==> config.mk <==
export PLATFORM = sky130hd
export DESIGN_NAME = bkms_ctrl
export DESIGN_NICKNAME = d
export VERILOG_FILES = /design/src/bkms_pkg.sv /design/src/bkms_ctrl.sv
export SDC_FILE = /design/constraint.sdc
export NUM_CORES = 1
export LEC_CHECK = 0
export ABC_AREA = 1
export BUFFER_PORTS_ARGS = -buffer_cell sky130_fd_sc_hd__buf_2
export CORE_AREA = 2 2 39 41
export CTS_BUF_LIST = sky130_fd_sc_hd__clkbuf_4
export DETAILED_ROUTE_END_ITERATION = 10
export DIE_AREA = 0 0 41 43
export PLACE_DENSITY = 0.59
export SYNTH_ARGS = -nofsm -noshare
export SYNTH_HDL_FRONTEND = slang
export SYNTH_SLANG_ARGS = --single-unit
==> constraint.sdc <==
create_clock -name i_clk -period 1 [get_ports i_clk]
set_input_delay 0.15 -clock i_clk [delete_from_list [all_inputs] [get_ports i_clk]]
set_output_delay 0.15 -clock i_clk [all_outputs]
set_load 0.01 [all_outputs]
==> src/bkms_pkg.sv <==
package bkms_pkg;

    localparam int HASH_W = 64;
    localparam int CFG_W  = 7;

    localparam logic [HASH_W-1:0] ALL_ONES       = {HASH_W{1'b1}};
    localparam logic [HASH_W-1:0] ZERO_DIV_SUBST = HASH_W'(1000000);

    // one quotient bit per divider step
    localparam int DIV_STEPS = HASH_W;
    localparam int DIV_CW    = $clog2(DIV_STEPS + 1);

    // controller -> datapath
    typedef struct packed {
        logic cfg_wr;    // sketch_size write, empties the sketch
        logic load;      // latch the input item
        logic scan;      // issue the next slot read
        logic decide;    // insert decision and slot write
        logic div_init;  // load the divider
        logic div_step;  // one restoring division step
        logic mul;       // scale quotient by k
        logic out_load;  // move the result into the output register
    } t_dp_cmd;

    // datapath -> controller
    typedef struct packed {
        logic scan_done;
        logic div_done;
    } t_dp_sts;

endpackage

==> src/bkms_ctrl.sv <==
module bkms_ctrl (
    input  logic               i_clk,
    input  logic               i_rst_n,
    input  logic               i_in_valid,
    output logic               o_in_ready,
    output logic               o_out_valid,
    input  logic               i_out_ready,
    input  logic               i_cfg_valid,
    output logic               o_cfg_ready,
    output bkms_pkg::t_dp_cmd  o_cmd,
    input  bkms_pkg::t_dp_sts  i_sts
);

    localparam logic [2:0] S_IDLE   = 3'd0;
    localparam logic [2:0] S_SCAN   = 3'd1;
    localparam logic [2:0] S_DECIDE = 3'd2;
    localparam logic [2:0] S_PREP   = 3'd3;
    localparam logic [2:0] S_DIV    = 3'd4;
    localparam logic [2:0] S_MUL    = 3'd5;
    localparam logic [2:0] S_DONE   = 3'd6;

    logic [2:0] r_state;
    logic [2:0] n_state;
    logic       r_out_valid;
    logic       n_out_valid;
    logic       slot_free;

    assign slot_free = !r_out_valid || i_out_ready;

    always_comb begin
        n_state = r_state;
        o_cmd   = '0;
        unique case (r_state)
            S_IDLE: begin
                o_cmd.cfg_wr = i_cfg_valid;
                if (i_in_valid) begin
                    o_cmd.load = 1'b1;
                    n_state    = S_SCAN;
                end
            end
            S_SCAN: begin
                o_cmd.scan = 1'b1;
                if (i_sts.scan_done) begin
                    n_state = S_DECIDE;
                end
            end
            S_DECIDE: begin
                o_cmd.decide = 1'b1;
                n_state      = S_PREP;
            end
            S_PREP: begin
                o_cmd.div_init = 1'b1;
                n_state        = S_DIV;
            end
            S_DIV: begin
                if (i_sts.div_done) begin
                    n_state = S_MUL;
                end else begin
                    o_cmd.div_step = 1'b1;
                end
            end
            S_MUL: begin
                o_cmd.mul = 1'b1;
                n_state   = S_DONE;
            end
            S_DONE: begin
                if (slot_free) begin
                    o_cmd.out_load = 1'b1;
                    n_state        = S_IDLE;
                end
            end
            default: begin
                n_state = S_IDLE;
            end
        endcase
    end

    always_comb begin
        if (o_cmd.out_load) begin
            n_out_valid = 1'b1;
        end else if (i_out_ready) begin
            n_out_valid = 1'b0;
        end else begin
            n_out_valid = r_out_valid;
        end
    end

    always_ff @(posedge i_clk) begin
        if (!i_rst_n) begin
            r_state     <= S_IDLE;
            r_out_valid <= 1'b0;
        end else begin
            r_state     <= n_state;
            r_out_valid <= n_out_valid;
        end
    end

    assign o_in_ready  = (r_state == S_IDLE);
    assign o_cfg_ready = (r_state == S_IDLE);
    assign o_out_valid = r_out_valid;

`ifndef SYNTHESIS
    a_no_overwrite: assert property (@(posedge i_clk) disable iff (!i_rst_n)
        o_cmd.out_load |-> (!r_out_valid || i_out_ready))
        else $error("result register overwritten before transfer");

    a_div_to_mul: assert property (@(posedge i_clk) disable iff (!i_rst_n)
        ((r_state == S_DIV) && i_sts.div_done) |=> (r_state == S_MUL))
        else $error("divider finish not followed by scaling");

    a_scan_to_decide: assert property (@(posedge i_clk) disable iff (!i_rst_n)
        ((r_state == S_SCAN) && i_sts.scan_done) |=> (r_state == S_DECIDE))
        else $error("scan finish not followed by decision");
`endif

endmodule

Yosys cells after proc, flatten, opt, wreduce, memory -nomap -nowiden --
Index checks and enable logic that the tools add are counted.
Storage, ports and cells: flip-flop bits (word level) 4, bits in latches 0, bits in writable memories 0, ROM bits 0, bits of input ports 7, output and inout bits 11, logic and storage cells 34, memories 0
Cells by class: add/sub/neg operators 0, $mul 0, div/mod/pow operators 0, order comparisons 0, eq/ne operators 10, shifts and indexed selects 0, multiplexer cells 17, bitwise gates (word level) 0, reduce and logical (&&, ||, !) cells 5
Operators with widths (count):
- 3-bit case mux with 7 select lines | 1
- 3-bit 2-to-1 mux | 4
- 1-bit 2-to-1 mux | 11
- 3-bit == test, second input constant | 3
- 2-bit != test, second input constant | 4
- 3-bit by 2-bit == test with 1-bit output, second input constant | 2
- 4-bit AND reduction | 1
- 3-bit by 1-bit == test with 1-bit output, second input constant | 1
- 3-bit logical NOT | 1
- 2-bit 2-to-1 mux | 1
- 2-bit nonzero test | 1
- 1-bit logical NOT | 1
- 1-bit logical OR | 1

Longest topological paths before layout --
depth after elaboration 5, gate-level depth with buffers 8, gate-level depth less buffers 8

Least setup slack after synthesis --
Ideal clock, no wire load.
path type reg-to-output, start reg r_state[1], end out o_in_ready, arrival 832 ps, data required time 850 ps, slack 18 ps, stages on the path, launching flop included 5, path buffers 1, cells stage by stage dfxtp_1 -> nor2_1 -> nand2_1 -> inv_1 -> buf_4
On the way: word-level cells in the longest chain between the ends 1
Ends and longest elaborated chain:
- from (decl) | RTL line bkms_ctrl.sv:22 | logic [2:0] r_state;
- from (signal assigned) | RTL line bkms_ctrl.sv:93 | r_state <= n_state;
- 3-bit logical NOT
- to (decl) | RTL line bkms_ctrl.sv:5 | output logic o_in_ready,
Every way passes these cells.

Worst setup path after layout --
start reg r_state[0], end out o_in_ready
On the way: word-level cells in the longest chain between the ends 1
Ends and longest elaborated chain:
- 3-bit logical NOT | RTL line bkms_ctrl.sv:98 | assign o_in_ready = (r_state == S_IDLE);
Every way passes these cells.

==> impl_metrics.json <==
{
  "synthSimpleGateAreaFrac": 0.387,
  "place_ws_ps": -53.2,
  "status": "finished, violations left",
  "antenna_found_initial": 0,
  "cts.htree.levels": 1,
  "netSwitchingFraction": 0.343,
  "drv_cap": 0,
  "synth_mux_area_frac": 0,
  "synth_cell_types": 13,
  "detail-route-antenna-nets": 0,
  "p_comb_frac": 0.433,
  "hold_viol": 0,
  "slew_headroom": 0.883,
  "critical_path.endpoint": "o_in_ready",
  "hold_start": "i_rst_n",
  "synth_compound_area_frac": 0.113,
  "path_max_fanout": 5,
  "final_common_cell": "buf_2",
  "yosys_warnings": 0,
  "avgSynthCellArea_um2": 5.54,
  "report.final.slew_viol_count": 0,
  "clock_latency_ps": 230,
  "start_kind": "register",
  "yosys_register_bits": 4,
  "grt_usage": 0.0934,
  "failed_checks": "negative setup slack",
  "tritoncts": "done",
  "cp_data_arrival_time_ps": 980,
  "ir_worst_vdd_uv": 510,
  "finalSetupViolCount": 13,
  "fin_area_um2": 568,
  "start_util": 0.224,
  "placed_cells_incl_taps": 91,
  "cts_hold_buffers": 0,
  "port_buffers": 17,
  "seq_area_frac_synth": 0.258,
  "post-route-period-util": 1.13,
  "drive_above_1_share": 0.585,
  "n_antenna_cell": 0,
  "synthXorXnorAreaFrac": 0,
  "dr.pass1.iters": 4,
  "skew_ps": 2.21,
  "internal-power_mw": 0.456,
  "syn-cell-area_um2": 310,
  "rrSetupSlack_ps": -90,
  "layout_setup_ws_ps": -128,
  "dieArea_um2": 1760,
  "placed_area_um2": 430,
  "synth_top_family_by_area": "simple AND/OR/NAND/NOR gates",
  "worstReg2RegStart": "r_state[2]",
  "rsz0062_at_grt": "yes",
  "hold_class": "input port to register",
  "grt_pass1_vias": 334,
  "yosys.area.top_type": "dfxtp_1",
  "grt_pass1_wl_um": 1120,
  "syn-num-nets": 63,
  "r2r_cells": 9,
  "startpoint": "r_state[0]",
  "final_nets": 91,
  "ios": 18,
  "synth_area_leaders": "dfxtp_1, inv_1, nor2_1",
  "final_cells": 98,
  "fp.dieH_um": 43,
  "p_clk_frac": 0.274,
  "hpwl_um": 589,
  "root_buffer": "clkbuf_4",
  "fmax_ghz": 0.886,
  "most-common-layout-cells": "buf_2, inv_1, nor2_1",
  "p_seq_frac": 0.294,
  "cts_made_buffers": 3,
  "crit_path_end_kind": "primary output",
  "drc": 0,
  "path_class": "register to primary output",
  "worst_pin_slew_ps": 174,
  "min_period_ps": 1130,
  "viasPerCell": 4.01,
  "p_sw_mw": 0.238,
  "die_w_um": 41,
  "synthAdderAreaFrac": 0,
  "powerDensity_nw_per_um2": 1220,
  "gp_congestion": 0.711,
  "timing.rr.end": "r_state[2]",
  "required_ps": 850,
  "core_region_area_um2": 1380,
  "rows": 14,
  "detailedRoute.firstIterationViolations": 6,
  "clk_pin_slew_ps": 30,
  "hold_ws_ps": 118,
  "routed_wl_um": 772,
  "syn_inst": 56,
  "clock-sinks": 4,
  "cts.path.max_buffers": 2,
  "grt_max_degree": 8,
  "p_leak_nw": 0.314,
  "yosys.area.top_type_share": 0.258,
  "gr-total-overflow": 0,
  "vias": 393,
  "syn2layout_area_growth_pct": 83.1,
  "avgRoutedWirePerCell_um": 7.88
}
==> cells by family (layout without fill, tap and decap cells) <==
group,after synthesis,in the layout
AO/OA/AOI/OAI,7,7
flip-flops,4,4
AND/OR/NAND/NOR,27,27
buffers and inverters,18,44
==> state kept, by name, indices dropped and copies added, names as in the netlist <==
signal / flops
o_out_valid: 1
r_state: 3
==> power by group through the flow <==
stage	Combinational [mW]	Clock, mW	Sequential (mW)
global route	0.344	0.213	0.205
global placement	0.235	0	0.195
floorplan	0.163	0	0.194
CTS	0.256	0.205	0.205
detailed placement	0.235	0	0.197
finish	0.300	0.190	0.204
==> how the worst min path moves through the flow <==
stage	end	cells past startpoint
detailed placement	r_state[2]	3
global placement	r_state[2]	3
finish	r_state[2]	3
CTS	r_state[2]	3
global route	r_state[2]	3
floorplan	r_state[2]	2
==> layer usage <==
layer	up-vias	track usage	routed length (um)
li1	216	-	-
met1	166	0.0965	318
met2	11	0.150	409
met3	0	0.0157	44
met4	0	0.0800	0
met5	-	0	0
==> stage by stage <==
stage                     power (mW)  utilization  TNS, ps
after floorplan                0.357            -        0
after global routing           0.762        0.410    -2210
final                          0.694        0.410    -1330
after global placement         0.430        0.311    -96.9
after detailed placement       0.431        0.311     -178
after CTS                      0.665        0.378    -1430
==> repair_timing <==
action	4_1_cts	5_1_grt
setup buffers	2	2
resized for setup	17	8
setup endpoints to repair	13	13
pin swaps	5	1
==> worst max-delay path, stage by stage, from the launching register on <==
cell and delay, ps:
dfxtp_4 350, nor2_4 120, nand2_2 70, inv_1 80, buf_2 130
==> layout make-up <==
cell class | instances | area [um^2]
clock buffer | 3 | 22.5
fill | 156 | 816
inverter | 16 | 62.6
multi-input combinational | 34 | 194
sequential | 4 | 91.3
tap | 16 | 20.0
timing repair buffer | 25 | 178
==> synthesized netlist by cell type <==
cell type,number
a21oi_1,5
buf_4,2
dfxtp_1,4
inv_1,12
inv_2,4
nand2_1,8
nand2_2,1
nand3_1,4
nand3_2,1
nor2_1,11
nor2_2,2
o21ai_0,1
o21ai_1,1
(Power assumes the default switching activity.)
